--- src/rtl/core/spmg_pkg.sv ---
package spmg_pkg;

  // Sequencer states.
  typedef enum logic [3:0] {
    ST_IDLE,
    ST_QIDX,
    ST_DIV,
    ST_MUL,
    ST_USE,
    ST_RED,
    ST_CORD,
    ST_CRND,
    ST_BND,
    ST_EMIT
  } st_t;

  // Result kinds.
  localparam logic [1:0] KIND_VERTEX = 2'd0;
  localparam logic [1:0] KIND_INDEX  = 2'd1;
  localparam logic [1:0] KIND_BMIN   = 2'd2;
  localparam logic [1:0] KIND_BMAX   = 2'd3;

  // Configuration register indexes.
  localparam logic [2:0] REG_RADIUS = 3'd0;
  localparam logic [2:0] REG_WIDTH  = 3'd1;
  localparam logic [2:0] REG_HEIGHT = 3'd2;
  localparam logic [2:0] REG_COLS   = 3'd3;
  localparam logic [2:0] REG_ROWS   = 3'd4;

  // Steps of the shared multiplier sequence.
  localparam logic [2:0] MS_PHI   = 3'd0;
  localparam logic [2:0] MS_THETA = 3'd1;
  localparam logic [2:0] MS_NX    = 3'd2;
  localparam logic [2:0] MS_NZ    = 3'd3;
  localparam logic [2:0] MS_PY    = 3'd4;
  localparam logic [2:0] MS_RCP   = 3'd5;
  localparam logic [2:0] MS_PX    = 3'd6;
  localparam logic [2:0] MS_PZ    = 3'd7;

  // Angle constants in units of 2^-13 rad, CORDIC start in Q4.24.
  localparam logic signed [17:0] ANG_PI      = 18'sd25736;
  localparam logic signed [17:0] ANG_2PI     = 18'sd51472;
  localparam logic signed [17:0] ANG_HALF_PI = 18'sd12868;
  localparam logic signed [27:0] CORDIC_X0   = 28'sd10188014;

  localparam logic signed [16:0] BOUND_HI = 17'sd65535;
  localparam logic signed [16:0] BOUND_LO = -17'sd65535;

  // Arctangent of 2^-i in units of 2^-16 rad.
  function automatic logic [16:0] atan_val(input logic [4:0] i);
    logic [16:0] r;
    case (i)
      5'd0:    r = 17'd51472;
      5'd1:    r = 17'd30385;
      5'd2:    r = 17'd16055;
      5'd3:    r = 17'd8150;
      5'd4:    r = 17'd4091;
      5'd5:    r = 17'd2047;
      5'd6:    r = 17'd1024;
      5'd7:    r = 17'd512;
      5'd8:    r = 17'd256;
      5'd9:    r = 17'd128;
      5'd10:   r = 17'd64;
      5'd11:   r = 17'd32;
      5'd12:   r = 17'd16;
      5'd13:   r = 17'd8;
      5'd14:   r = 17'd4;
      5'd15:   r = 17'd2;
      5'd16:   r = 17'd1;
      default: r = 17'd0;
    endcase
    return r;
  endfunction

endpackage

--- src/rtl/core/sphere_patch_mesh_generator.sv ---
// Channel  | Dir | Handshake             | Payload
// in_      | in  | in_tvalid/in_tready   | tuser: cmd; tdata: grid_row, grid_col
// out_     | out | out_tvalid/out_tready | tuser: kind; tdata: position, normal, uv, index
// cfg_     | in  | cfg_valid/cfg_ready   | cfg_addr register index, cfg_data value
//
// A vertex item takes two 24-step restoring divisions, two CORDIC runs of
// CORDIC_STEPS steps each and eight passes through the shared multiplier.
// A quad item forms its base index and then issues six indices.
// The shared multiplier and the one-step divider set the pace of a vertex item.
// Reset is synchronous and active low; it restores the state, configuration and bounds.
// in_tready is high only while the sequencer is idle; a stalled output holds the sequencer.
module sphere_patch_mesh_generator #(
  parameter int GRID_MAX     = 255,
  parameter int CORDIC_STEPS = 16
) (
  input  logic         clk,
  input  logic         rst_n,
  input  logic         in_tvalid,
  output logic         in_tready,
  input  logic [15:0]  in_tdata,    // grid_row [7:0], grid_col [15:8]
  input  logic [0:0]   in_tuser,    // cmd [0]
  output logic         out_tvalid,
  input  logic         out_tready,
  // pos_x [16:0], pos_y [33:17], pos_z [50:34], norm_x [66:51], norm_y [82:67],
  // norm_z [98:83], tex_u [115:99], tex_v [132:116], vertex_index [148:133]
  output logic [151:0] out_tdata,
  output logic [1:0]   out_tuser,   // kind [1:0]
  output logic         out_tlast,
  input  logic         cfg_valid,
  output logic         cfg_ready,
  input  logic [2:0]   cfg_addr,
  input  logic [15:0]  cfg_data
);

  localparam int ITW = (CORDIC_STEPS > 1) ? $clog2(CORDIC_STEPS) : 1;
  localparam logic [7:0] GMAX = 8'(GRID_MAX);

  spmg_pkg::st_t state_r, state_nxt;

  // Configuration registers.
  logic [15:0] radius_r, wang_r, hang_r;
  logic [7:0]  ncols_r, nrows_r;

  // Item registers.
  logic        cmd_r, fin_r;
  logic [7:0]  row_r, col_r;
  logic [15:0] bl_r;

  // Divider.
  logic        div_sel_r;
  logic [4:0]  dcnt_r;
  logic [7:0]  rem_r;
  logic [23:0] dv_r;
  logic [16:0] u_r, v_r;

  // Multiplier sequence and results.
  logic [2:0]          mstep_r;
  logic signed [50:0]  prod_r;
  logic signed [33:0]  q_r;
  logic signed [15:0]  sp_r, cp_r, st_r, ct_r;
  logic signed [15:0]  nx_r, ny_r, nz_r;
  logic signed [16:0]  px_r, py_r, pz_r;
  logic signed [17:0]  ang_r;

  // CORDIC.
  logic signed [27:0]  x_r, y_r;
  logic signed [19:0]  z_r;
  logic [ITW-1:0]      it_r;
  logic                neg_r;

  // Bounds.
  logic signed [16:0] bminx_r, bminy_r, bminz_r, bmaxx_r, bmaxy_r, bmaxz_r;

  // Emission.
  logic [2:0] e_r, n_r;
  logic       out_tvalid_r;
  logic [1:0] okind_r;
  logic       olast_r;
  logic [151:0] odata_r;

  // Effective counts.
  logic [7:0] cols_eff, rows_eff;
  always_comb begin
    cols_eff = (ncols_r == 8'd0) ? 8'd1 : ((ncols_r > GMAX) ? GMAX : ncols_r);
    rows_eff = (nrows_r == 8'd0) ? 8'd1 : ((nrows_r > GMAX) ? GMAX : nrows_r);
  end

  logic in_acc, out_free, emit_load;
  assign in_tready = (state_r == spmg_pkg::ST_IDLE);
  assign in_acc    = in_tvalid && in_tready;
  assign out_free  = !out_tvalid_r || out_tready;
  assign emit_load = (state_r == spmg_pkg::ST_EMIT) && out_free;
  assign cfg_ready = 1'b1;

  // Divider step.
  logic [7:0] dsor;
  logic [8:0] dtrial;
  logic       dge;
  always_comb begin
    dsor   = div_sel_r ? cols_eff : rows_eff;
    dtrial = {rem_r, dv_r[23]};
    dge    = dtrial >= {1'b0, dsor};
  end

  // Shared multiplier operand select.
  logic signed [33:0] mul_a;
  logic signed [16:0] mul_b;
  always_comb begin
    case (mstep_r)
      spmg_pkg::MS_PHI:   begin mul_a = 34'(v_r); mul_b = $signed({1'b0, hang_r}); end
      spmg_pkg::MS_THETA: begin mul_a = 34'(u_r); mul_b = $signed({1'b0, wang_r}); end
      spmg_pkg::MS_NX:    begin mul_a = 34'(cp_r); mul_b = 17'(st_r); end
      spmg_pkg::MS_NZ:    begin mul_a = 34'(cp_r); mul_b = 17'(ct_r); end
      spmg_pkg::MS_PY:    begin mul_a = 34'(radius_r); mul_b = 17'(sp_r); end
      spmg_pkg::MS_RCP:   begin mul_a = 34'(radius_r); mul_b = 17'(cp_r); end
      spmg_pkg::MS_PX:    begin mul_a = q_r; mul_b = 17'(st_r); end
      default:            begin mul_a = q_r; mul_b = 17'(ct_r); end
    endcase
  end

  // Rounding of the registered product.
  logic signed [50:0] p14, p28;
  logic signed [15:0] nrm_c;
  always_comb begin
    p14 = (prod_r + 51'sd8192) >>> 14;
    p28 = (prod_r + 51'sd134217728) >>> 28;
    if (p14 > 51'sd16384)       nrm_c = 16'sd16384;
    else if (p14 < -51'sd16384) nrm_c = -16'sd16384;
    else                        nrm_c = p14[15:0];
  end

  // Angle reduction.
  logic signed [17:0] a1, a2;
  logic               fold;
  always_comb begin
    if (ang_r > spmg_pkg::ANG_PI)       a1 = ang_r - spmg_pkg::ANG_2PI;
    else if (ang_r < -spmg_pkg::ANG_PI) a1 = ang_r + spmg_pkg::ANG_2PI;
    else                                a1 = ang_r;
    fold = 1'b1;
    if (a1 > spmg_pkg::ANG_HALF_PI)       a2 = a1 - spmg_pkg::ANG_PI;
    else if (a1 < -spmg_pkg::ANG_HALF_PI) a2 = a1 + spmg_pkg::ANG_PI;
    else begin
      a2   = a1;
      fold = 1'b0;
    end
  end

  // CORDIC step and final rounding.
  logic signed [27:0] dx, dy, xr_s, yr_s;
  logic signed [19:0] atn;
  logic signed [15:0] xr_c, yr_c;
  always_comb begin
    dx   = y_r >>> it_r;
    dy   = x_r >>> it_r;
    atn  = $signed({3'b000, spmg_pkg::atan_val(5'(it_r))});
    xr_s = (x_r + 28'sd512) >>> 10;
    yr_s = (y_r + 28'sd512) >>> 10;
    if (xr_s > 28'sd16384)       xr_c = 16'sd16384;
    else if (xr_s < -28'sd16384) xr_c = -16'sd16384;
    else                         xr_c = xr_s[15:0];
    if (yr_s > 28'sd16384)       yr_c = 16'sd16384;
    else if (yr_s < -28'sd16384) yr_c = -16'sd16384;
    else                         yr_c = yr_s[15:0];
    if (neg_r) begin
      xr_c = -xr_c;
      yr_c = -yr_c;
    end
  end

  // Next state.
  always_comb begin
    state_nxt = state_r;
    unique case (state_r)
      spmg_pkg::ST_IDLE:
        if (in_acc) state_nxt = in_tuser[0] ? spmg_pkg::ST_QIDX : spmg_pkg::ST_DIV;
      spmg_pkg::ST_QIDX: state_nxt = spmg_pkg::ST_EMIT;
      spmg_pkg::ST_DIV:
        if (dcnt_r == 5'd23 && div_sel_r) state_nxt = spmg_pkg::ST_MUL;
      spmg_pkg::ST_MUL: state_nxt = spmg_pkg::ST_USE;
      spmg_pkg::ST_USE: begin
        if (mstep_r == spmg_pkg::MS_PHI || mstep_r == spmg_pkg::MS_THETA)
          state_nxt = spmg_pkg::ST_RED;
        else if (mstep_r == spmg_pkg::MS_PZ)
          state_nxt = spmg_pkg::ST_BND;
        else
          state_nxt = spmg_pkg::ST_MUL;
      end
      spmg_pkg::ST_RED: state_nxt = spmg_pkg::ST_CORD;
      spmg_pkg::ST_CORD:
        if (it_r == ITW'(CORDIC_STEPS - 1)) state_nxt = spmg_pkg::ST_CRND;
      spmg_pkg::ST_CRND: state_nxt = spmg_pkg::ST_MUL;
      spmg_pkg::ST_BND:  state_nxt = spmg_pkg::ST_EMIT;
      spmg_pkg::ST_EMIT:
        if (out_free && (e_r == n_r - 3'd1)) state_nxt = spmg_pkg::ST_IDLE;
      default: state_nxt = spmg_pkg::ST_IDLE;
    endcase
  end

  // Payload of the result being issued.
  logic [15:0] stride16, tl, tr, br, vidx;
  logic [1:0]  kind_c;
  logic        last_c;
  logic [151:0] data_c;
  always_comb begin
    stride16 = {8'd0, cols_eff} + 16'd1;
    tl = bl_r + stride16;
    tr = tl + 16'd1;
    br = bl_r + 16'd1;
    data_c = '0;
    vidx   = '0;
    if (cmd_r) begin
      kind_c = spmg_pkg::KIND_INDEX;
      last_c = (e_r == 3'd5);
      case (e_r)
        3'd0:         vidx = tl;
        3'd1, 3'd4:   vidx = bl_r;
        3'd2, 3'd3:   vidx = tr;
        default:      vidx = br;
      endcase
      data_c[148:133] = vidx;
    end else if (e_r == 3'd0) begin
      kind_c = spmg_pkg::KIND_VERTEX;
      last_c = !fin_r;
      data_c[16:0]    = px_r;
      data_c[33:17]   = py_r;
      data_c[50:34]   = pz_r;
      data_c[66:51]   = nx_r;
      data_c[82:67]   = ny_r;
      data_c[98:83]   = nz_r;
      data_c[115:99]  = u_r;
      data_c[132:116] = v_r;
    end else if (e_r == 3'd1) begin
      kind_c = spmg_pkg::KIND_BMIN;
      last_c = 1'b0;
      data_c[16:0]  = bminx_r;
      data_c[33:17] = bminy_r;
      data_c[50:34] = bminz_r;
    end else begin
      kind_c = spmg_pkg::KIND_BMAX;
      last_c = 1'b1;
      data_c[16:0]  = bmaxx_r;
      data_c[33:17] = bmaxy_r;
      data_c[50:34] = bmaxz_r;
    end
  end

  // State and control registers.
  always_ff @(posedge clk) begin
    if (!rst_n) begin
      state_r      <= spmg_pkg::ST_IDLE;
      out_tvalid_r <= 1'b0;
      radius_r     <= 16'd256;
      wang_r       <= 16'd12868;
      hang_r       <= 16'd12868;
      ncols_r      <= 8'd1;
      nrows_r      <= 8'd1;
    end else begin
      state_r <= state_nxt;
      if (emit_load)       out_tvalid_r <= 1'b1;
      else if (out_tready) out_tvalid_r <= 1'b0;
      if (cfg_valid) begin
        case (cfg_addr)
          spmg_pkg::REG_RADIUS: radius_r <= cfg_data;
          spmg_pkg::REG_WIDTH:  wang_r   <= cfg_data;
          spmg_pkg::REG_HEIGHT: hang_r   <= cfg_data;
          spmg_pkg::REG_COLS:   ncols_r  <= cfg_data[7:0];
          spmg_pkg::REG_ROWS:   nrows_r  <= cfg_data[7:0];
          default: ;
        endcase
      end
    end
  end

  // Bounding box registers.
  always_ff @(posedge clk) begin
    if (!rst_n || (emit_load && !cmd_r && e_r == 3'd2)) begin
      bminx_r <= spmg_pkg::BOUND_HI;
      bminy_r <= spmg_pkg::BOUND_HI;
      bminz_r <= spmg_pkg::BOUND_HI;
      bmaxx_r <= spmg_pkg::BOUND_LO;
      bmaxy_r <= spmg_pkg::BOUND_LO;
      bmaxz_r <= spmg_pkg::BOUND_LO;
    end else if (state_r == spmg_pkg::ST_BND) begin
      if (px_r < bminx_r) bminx_r <= px_r;
      if (py_r < bminy_r) bminy_r <= py_r;
      if (pz_r < bminz_r) bminz_r <= pz_r;
      if (px_r > bmaxx_r) bmaxx_r <= px_r;
      if (py_r > bmaxy_r) bmaxy_r <= py_r;
      if (pz_r > bmaxz_r) bmaxz_r <= pz_r;
    end
  end

  // Datapath registers.
  always_ff @(posedge clk) begin
    case (state_r)
      spmg_pkg::ST_IDLE: begin
        cmd_r     <= in_tuser[0];
        div_sel_r <= 1'b0;
        dcnt_r    <= 5'd0;
        rem_r     <= 8'd0;
        mstep_r   <= spmg_pkg::MS_PHI;
        e_r       <= 3'd0;
        if (in_tuser[0]) begin
          row_r <= (in_tdata[7:0] > rows_eff - 8'd1) ? rows_eff - 8'd1 : in_tdata[7:0];
          col_r <= (in_tdata[15:8] > cols_eff - 8'd1) ? cols_eff - 8'd1 : in_tdata[15:8];
          n_r   <= 3'd6;
        end else begin
          row_r <= (in_tdata[7:0] > rows_eff) ? rows_eff : in_tdata[7:0];
          col_r <= (in_tdata[15:8] > cols_eff) ? cols_eff : in_tdata[15:8];
          fin_r <= (in_tdata[7:0] >= rows_eff) && (in_tdata[15:8] >= cols_eff);
          n_r   <= ((in_tdata[7:0] >= rows_eff) && (in_tdata[15:8] >= cols_eff)) ?
                   3'd3 : 3'd1;
          dv_r  <= {((in_tdata[7:0] > rows_eff) ? rows_eff : in_tdata[7:0]), 16'd0};
        end
      end
      spmg_pkg::ST_QIDX: begin
        bl_r <= 16'(row_r) * (16'(cols_eff) + 16'd1) + 16'(col_r);
      end
      spmg_pkg::ST_DIV: begin
        if (dcnt_r == 5'd23) begin
          if (!div_sel_r) v_r <= 17'({dv_r[22:0], dge});
          else            u_r <= 17'({dv_r[22:0], dge});
          div_sel_r <= 1'b1;
          dcnt_r    <= 5'd0;
          rem_r     <= 8'd0;
          dv_r      <= {col_r, 16'd0};
        end else begin
          dcnt_r <= dcnt_r + 5'd1;
          rem_r  <= dge ? 8'(dtrial - {1'b0, dsor}) : dtrial[7:0];
          dv_r   <= {dv_r[22:0], dge};
        end
      end
      spmg_pkg::ST_MUL: prod_r <= mul_a * mul_b;
      spmg_pkg::ST_USE: begin
        case (mstep_r)
          spmg_pkg::MS_PHI:
            ang_r <= $signed({1'b0, prod_r[32:16]}) - $signed({3'b000, hang_r[15:1]});
          spmg_pkg::MS_THETA:
            ang_r <= $signed({1'b0, prod_r[32:16]}) - $signed({3'b000, wang_r[15:1]});
          spmg_pkg::MS_NX: nx_r <= (radius_r == 16'd0) ? 16'sd0 : nrm_c;
          spmg_pkg::MS_NZ: nz_r <= (radius_r == 16'd0) ? 16'sd0 : nrm_c;
          spmg_pkg::MS_PY: begin
            py_r <= p14[16:0];
            ny_r <= (radius_r == 16'd0) ? 16'sd0 : sp_r;
          end
          spmg_pkg::MS_RCP: q_r  <= prod_r[33:0];
          spmg_pkg::MS_PX:  px_r <= p28[16:0];
          default:          pz_r <= p28[16:0];
        endcase
        if (mstep_r != spmg_pkg::MS_PHI && mstep_r != spmg_pkg::MS_THETA)
          mstep_r <= mstep_r + 3'd1;
      end
      spmg_pkg::ST_RED: begin
        neg_r <= fold;
        z_r   <= 20'(a2) <<< 3;
        x_r   <= spmg_pkg::CORDIC_X0;
        y_r   <= 28'sd0;
        it_r  <= '0;
      end
      spmg_pkg::ST_CORD: begin
        if (z_r >= 0) begin
          x_r <= x_r - dx;
          y_r <= y_r + dy;
          z_r <= z_r - atn;
        end else begin
          x_r <= x_r + dx;
          y_r <= y_r - dy;
          z_r <= z_r + atn;
        end
        it_r <= it_r + ITW'(1);
      end
      spmg_pkg::ST_CRND: begin
        if (mstep_r == spmg_pkg::MS_PHI) begin
          cp_r <= xr_c;
          sp_r <= yr_c;
        end else begin
          ct_r <= xr_c;
          st_r <= yr_c;
        end
        mstep_r <= mstep_r + 3'd1;
      end
      spmg_pkg::ST_EMIT: begin
        if (out_free) begin
          e_r     <= e_r + 3'd1;
          okind_r <= kind_c;
          olast_r <= last_c;
          odata_r <= data_c;
        end
      end
      default: ;
    endcase
  end

  assign out_tvalid = out_tvalid_r;
  assign out_tuser  = okind_r;
  assign out_tlast  = olast_r;
  assign out_tdata  = odata_r;

  // The CORDIC counter never passes the last step.
  a_cord_cnt: assert property (@(posedge clk) disable iff (!rst_n)
    (state_r == spmg_pkg::ST_CORD) |-> (it_r <= ITW'(CORDIC_STEPS - 1)))
    else $error("CORDIC step count overran");

  // Once an item is taken the block stays busy for the next cycle.
  a_busy: assert property (@(posedge clk) disable iff (!rst_n)
    in_acc |=> !in_tready)
    else $error("block ready right after accepting an item");

  // The emission index stays below the number of results of the item.
  a_emit: assert property (@(posedge clk) disable iff (!rst_n)
    (state_r == spmg_pkg::ST_EMIT) |-> (e_r < n_r))
    else $error("emission index out of range");

  // Issuing the bounds maximum re-arms the box.
  a_rearm: assert property (@(posedge clk) disable iff (!rst_n)
    (emit_load && !cmd_r && e_r == 3'd2) |=>
      (bminx_r == spmg_pkg::BOUND_HI && bmaxz_r == spmg_pkg::BOUND_LO))
    else $error("bounds not re-armed");

endmodule
--- config.mk ---
export PLATFORM = sky130hd
export DESIGN_NAME = sphere_patch_mesh_generator
export DESIGN_NICKNAME = d
export VERILOG_FILES = /design/src/rtl/core/spmg_pkg.sv /design/src/rtl/core/sphere_patch_mesh_generator.sv
export SDC_FILE = /design/constraint.sdc
export NUM_CORES = 2
export LEC_CHECK = 0
export BUFFER_PORTS_ARGS = -buffer_cell sky130_fd_sc_hd__clkbuf_2
export CORE_MARGIN = 3
export CORE_UTILIZATION = 50
export DETAILED_ROUTE_END_ITERATION = 10
export HOLD_SLACK_MARGIN = 0.02
export PLACE_DENSITY = 0.66
export SYNTH_ARGS = -nofsm -noshare
export SYNTH_HDL_FRONTEND = slang
export SYNTH_SLANG_ARGS = --single-unit
export TNS_END_PERCENT = 50
--- constraint.sdc ---
create_clock -name clk -period 16.2 [get_ports clk]
set_input_delay 0.81 -clock clk [delete_from_list [all_inputs] [get_ports clk]]
set_output_delay 0.81 -clock clk [all_outputs]
set_load 0.01 [all_outputs]
# [Word level (Yosys, flattened, before mapping)]
# Memory sizes are Yosys's and may differ from the RTL's. A register that Yosys moved wholly into a read port is not among the register bits.
# Index checks and enable logic that the tools add are counted.
[totals] memories=1 regBits=785 ram_bits=0 word_cells=291 romBits=256 latchBits=0
[mem_list] name="(no name shown)" depth=16 word_bits=16 rd=1 rd_clocked_by_memory_dff=1 write_ports=0 line_no="spmg_pkg.sv:52" rtl="case (i)"
[classes] add_sub_neg=31 n_div=0 bitwise=5 reduce_logical=67 eq_ne=37 n_lt_le_gt_ge=26 n_mux=69 shifts=2 n_mul=2
[op_table] cell="$mux W16" n=9
[op_table] cell="$pmux W34 S4" n=1
[op_table] cell="$pmux W28 S2" n=2
[op_table] cell="$mux W8" n=13
[op_table] cell="$mux W51" n=2
[op_table] cell="$pmux W17 S5" n=1
[op_table] cell="$add A28 B11 Y28 const B" n=2
[op_table] cell="$add A28 B28 Y28" n=2
[op_table] cell="$mux W28" n=2
[op_table] cell="$sshr A28 B4 Y28" n=2
[op_table] cell="$sub A28 B28 Y28" n=2
[op_table] cell="$gt A18 B16 Y1 const B" n=3
[op_table] cell="$lt A18 B15 Y1 const B" n=3
[op_table] cell="$reduce_and A2 Y1" n=26
[op_table] cell="$add A51 B15 Y51 const B" n=1
[op_table] cell="$gt A17 B17 Y1" n=3
[op_table] cell="$lt A17 B17 Y1" n=3
[op_table] cell="$mul A34 B17 Y51" n=1
[op_table] cell="$mux W24" n=2
[op_table] cell="$pmux W16 S3" n=1
[op_table] cell="$pmux W24 S2" n=1
[op_table] cell="$add A45 B29 Y45 const B" n=1
[op_table] cell="$pmux W20 S2" n=1
[op_table] cell="$gt A37 B16 Y1 const B" n=1
[op_table] cell="69 further kinds" n=154

# [Depth between registers and ports, before layout]
[logic_depth] ltp_word=8 depth_mapped=36 ltp_nobuf=33

# [Worst setup path after synthesis]
# OpenSTA, ideal clock, no wires.
[synth_timing] kind="flip-flop to flip-flop" start="register mstep_r[2]" end="register prod_r[43], data pin" period_less_slack_ns=8.895 stages_incl_launch_ff=34 path_buffers=5 required_time_ns=15.942 slack_ns=7.305 arrival_ns=8.637 path_cell_list="edfxtp_1 clkbuf_1 clkinv_1 ha_1 a21o_1 clkbuf_1 nor3_1 clkbuf_1 buf_1 a21o_1 clkbuf_1 nand2_1 fa_1 inv_1 fa_1 fa_1 fa_1 fa_1 inv_1 fa_1 inv_1 ha_1 a21o_1 a21o_1 a21o_1 a21o_1 a21oi_1 nor2b_1 o31ai_1 a21oi_1 a311o_1 a221o_1 a21o_1 xor2_1"
[synth_between] elab_chain_len=4 word_cells_on_any_way=13 cone_classes="mul (1); eq/ne (6); mux (2); reduce/logical (4)"
[synth_lines] item="start, declared" line_no="sphere_patch_mesh_generator.sv:57" rtl="logic [2:0] mstep_r;"
[synth_lines] item="start signal, assigned" line_no="sphere_patch_mesh_generator.sv:301" rtl="mstep_r <= spmg_pkg::MS_PHI;"
[synth_lines] item="start signal, assigned" line_no="sphere_patch_mesh_generator.sv:351" rtl="mstep_r <= mstep_r + 3'd1;"
[synth_lines] item="start signal, assigned" line_no="sphere_patch_mesh_generator.sv:380" rtl="mstep_r <= mstep_r + 3'd1;"
[synth_lines] item="$eq A3 B3 Y1 or $eq A3 B2 Y1 (tied branches)" line_no="sphere_patch_mesh_generator.sv:109" rtl="case (mstep_r)"
[synth_lines] item="$reduce_or A2 Y1 (no source line)"
[synth_lines] item="$pmux W17 S5 or $pmux W34 S4 (tied branches)" line_no="sphere_patch_mesh_generator.sv:109"
[synth_lines] item="$mul A34 B17 Y51 *" line_no="sphere_patch_mesh_generator.sv:333" rtl="spmg_pkg::ST_MUL: prod_r <= mul_a * mul_b;"
[synth_lines] item="end signal, assigned" line_no="sphere_patch_mesh_generator.sv:333"
[synth_lines] item="end, declared" line_no="sphere_patch_mesh_generator.sv:58" rtl="logic signed [50:0] prod_r;"
# Every way passes the cells marked *; elsewhere a longest branch is shown, timed or not.
# A chain may end at the register's enable or synchronous reset.

# [Worst setup path in the final report]
[layout_timing] start="register mstep_r[0]" end="register prod_r[43], data pin"
# The elaborated chain is that of the path after synthesis.

==> load_flow_metrics.sql <==
INSERT INTO impl_metrics (metric_group, metric, value, unit) VALUES
('timing', 'finalHoldViolations', '0', ''),
('synth', 'synth.ff_latch_count', '801', ''),
('synth', 'postSynthCellCount', '7347', ''),
('clocking', 'htree_levels', '3', ''),
('clocking', 'cts_root_buffer', 'sky130_fd_sc_hd__clkbuf_16', ''),
('clocking', 'ctsResizeCount', '0', ''),
('worst_setup_path', 'reg2reg_setup_slack', '5.89', 'ns'),
('timing', 'fin_worst_skew', '0.07519', 'ns'),
('clocking', 'cts.sink_count', '801', ''),
('finish', 'finalNetCount', '8452', ''),
('timing', 'tns', '0', 'ns'),
('min_path', 'timing.hold.worst.class', 'in2reg', ''),
('place', 'port_buffers', '194', ''),
('timing', 'rsz0062_at_grt', 'false', ''),
('route', 'wire_per_inst', '21.72', 'um'),
('timing', 'report.final.slew_viol_count', '0', ''),
('timing', 'maxClockFrequency', '0.09703', 'GHz'),
('route', 'post_drt_via_cell_ratio', '5.754', ''),
('worst_setup_path', 'worst_path_max_stage_delay', '0.82', 'ns'),
('worst_setup_path', 'crit_arrival', '10.76', 'ns'),
('timing', 'timing_worst_slew_pin_value', '1.194', 'ns'),
('timing', 'maxSlewHeadroom', '0.2029', ''),
('clocking', 'clk_pin_slew', '0.06', 'ns'),
('finish', 'post_route_cells_drive_above_1_share', '0.08441', ''),
('floorplan', 'die_height', '379.8', 'um'),
('worst_setup_path', 'critical_path.n_buffers_inverters', '5', ''),
('clocking', 'tritoncts_clock_tree', 'done', ''),
('grt', 'first_global_vias', '52970', ''),
('min_path', 'worstHoldStart', 'cfg_data[8]', ''),
('clocking', 'ctsLongestPathBuffers', '3', ''),
('floorplan', 'die_x', '379.8', 'um'),
('timing', 'post-route-period-util', '0.6362', ''),
('worst_setup_path', 'critPathTopFamily', 'adder cells', ''),
('grt', 'overall_global_routing_resource_usage', '0.2790', ''),
('synth', 'synth-main-ff-cell', 'sky130_fd_sc_hd__edfxtp_1', ''),
('synth', 'yosysMostFrequentCell', 'sky130_fd_sc_hd__inv_1', ''),
('synth', 'yosysWarnings', '0', ''),
('synth', 'syn-cell-area', '69870', 'um^2'),
('worst_setup_path', 'critical_path.most_common_cell', 'sky130_fd_sc_hd__fa_1', ''),
('grt', 'grt_max_degree', '92', ''),
('finish', 'layout.core_utilization', '0.5500', ''),
('route', 'drtIter0Drc', '4861', ''),
('clocking', 'insertion_delay', '0.74', 'ns'),
('floorplan', 'ioPinCount', '199', ''),
('synth', 'ys_seq_area_frac', '0.3174', ''),
('synth', 'yosys.area.top_type_share', '0.2639', ''),
('floorplan', 'start_util', '0.5057', ''),
('worst_setup_path', 'timing_worst_setup_path_type', 'reg2reg', ''),
('worst_setup_path', 'worst_setup_path_start_kind', 'flop', ''),
('finish', 'syn_to_final_growth', '8.753', '%'),
('place', 'hpwl', '156.1', 'mm'),
('route', 'dr.pass1.iters', '9', ''),
('run', 'max-cap-violations', '0', ''),
('synth', 'largest_cells_by_area_after_synthesis', 'sky130_fd_sc_hd__edfxtp_1 26%, sky130_fd_sc_hd__fa_1 17%, sky130_fd_sc_hd__ha_1 7.8%, sky130_fd_sc_hd__dfxtp_1 5.4%, sky130_fd_sc_hd__inv_1 4.9%', ''),
('floorplan', 'core.rowCount', '136', ''),
('synth', 'synth_enable_flop_cells', '614', ''),
('worst_setup_path', 'end_kind', 'flop', ''),
('synth', 'yosysTopAreaCell', 'sky130_fd_sc_hd__edfxtp_1', ''),
('grt', 'grt_pass1_wl', '314.0', 'mm'),
('clocking', 'clock_buffer_count_from_cts', '92', ''),
('clocking', 'postCtsHoldBufs', '0', ''),
('grt', 'antenna_violations_before_repair', '8', ''),
('synth', 'synth.distinct_cells', '109', ''),
('floorplan', 'fp.dieArea', '144300', 'um^2'),
('synth', 'synth_area_per_cell', '9.511', 'um^2'),
('route', 'ant_nets', '0', ''),
('route', 'vias', '53650', ''),
('outcome', 'status', 'finished clean', ''),
('worst_setup_path', 'critPathMaxFanout', '29', ''),
('worst_setup_path', 'cp-startpoint', 'mstep_r[0]$_SDFFCE_PN0P_', ''),
('worst_setup_path', 'cp.required', '16.65', 'ns');
## stage by stage
step	setup WS (ns)	hold WS [ns]	instance area, um^2	std cells
6_report	5.894	0.3418	75990	9323
5_1_grt	5.286	0.3380	75980	9317
4_1_cts	6.024	0.3009	75970	9315
3_5_place_dp	6.013	0.4056	72570	9141
3_3_place_gp	6.242	0.4028	72570	9141
2_1_floorplan	7.305	0.4003	69880	7349
## metal layers
| layer | part of all wire | wire length, um | vias up | global-route usage |
|---|---|---|---|---|
| met2 | 0.44 | 88850 | 2018 | 0.4253 |
| met5 | 0.00016 | 32 | - | 0.001684 |
| met4 | 0.027 | 5459 | 4 | 0.07807 |
| met1 | 0.44 | 89580 | 26560 | 0.4009 |
| met3 | 0.092 | 18560 | 290 | 0.06150 |
| li1 | - | - | 24780 | - |
## final cells by class
type	count	area, um^2
fillers	12450	62180
well taps	1863	2331
multi-input cells	5283	42980
clock inverters	64	912.1
inverters	908	3415
flip-flops and latches	801	22180
diodes	8	20.02
clock buffers	110	2492
repair buffers	286	1662
## state kept, by name, indices dropped and copies added (netlist names), 18 cells and up
signal,count
ang_r,18
z_r,20
y_r,28
x_r,28
prod_r,51
dv_r,24
q_r,34
out_tdata,149
## final timing paths
kind	to	depth (start not counted)
setup reg to reg	prod_r[43]$_DFFE_PP_	29
hold reg to reg	q_r[12]$_DFFE_PP_	0
setup / recovery	prod_r[43]$_DFFE_PP_	29
hold / removal	radius_r[8]$_SDFFE_PN1P_	3
## placed cells by master (no fill, tap or decap), drive strengths merged, types with 33 or more instances in the layout
master and count:
ha 433, buf 92, a21o 102, a31oi 36
nand2b 75, clkbuf 304, mux2i 126, inv 907
a21boi 69, mux4 56, dfxtp 187, o21ai 296
nand3 164, a211oi 82, a21oi 271, clkinv 42
edfxtp 614, xnor2 223, o21a 70, or2 35
nor2 718, nand2 841, fa 606, o211ai 41
and3 59, a22oi 39, nor2b 84, nor3 138
and2 180, xor2 138, nand4 56, o31ai 33
## worst min-delay path: stages
cell	delay (ns)
sky130_fd_sc_hd__clkbuf_2	0.11
sky130_fd_sc_hd__nand2_1	0.05
sky130_fd_sc_hd__nand3_1	0.07
## kinds of logic after synthesis
| group | after synthesis | share of synthesized area |
|---|---|---|
| AO/OA/AOI/OAI | 1227 | 0.1145 |
| adder cells (fa/ha/maj) | 1039 | 0.2512 |
| AND/OR/NAND/NOR | 2440 | 0.1595 |
| XOR/XNOR | 361 | 0.04525 |
| flip-flops | 801 | 0.3174 |
| other | 2 | 0.0001075 |
| buffers and inverters | 1265 | 0.06996 |
| multiplexers | 212 | 0.04212 |
Power is not shown: default switching activity piles up to over one toggle a cycle in this logic, so the estimate is an artifact.
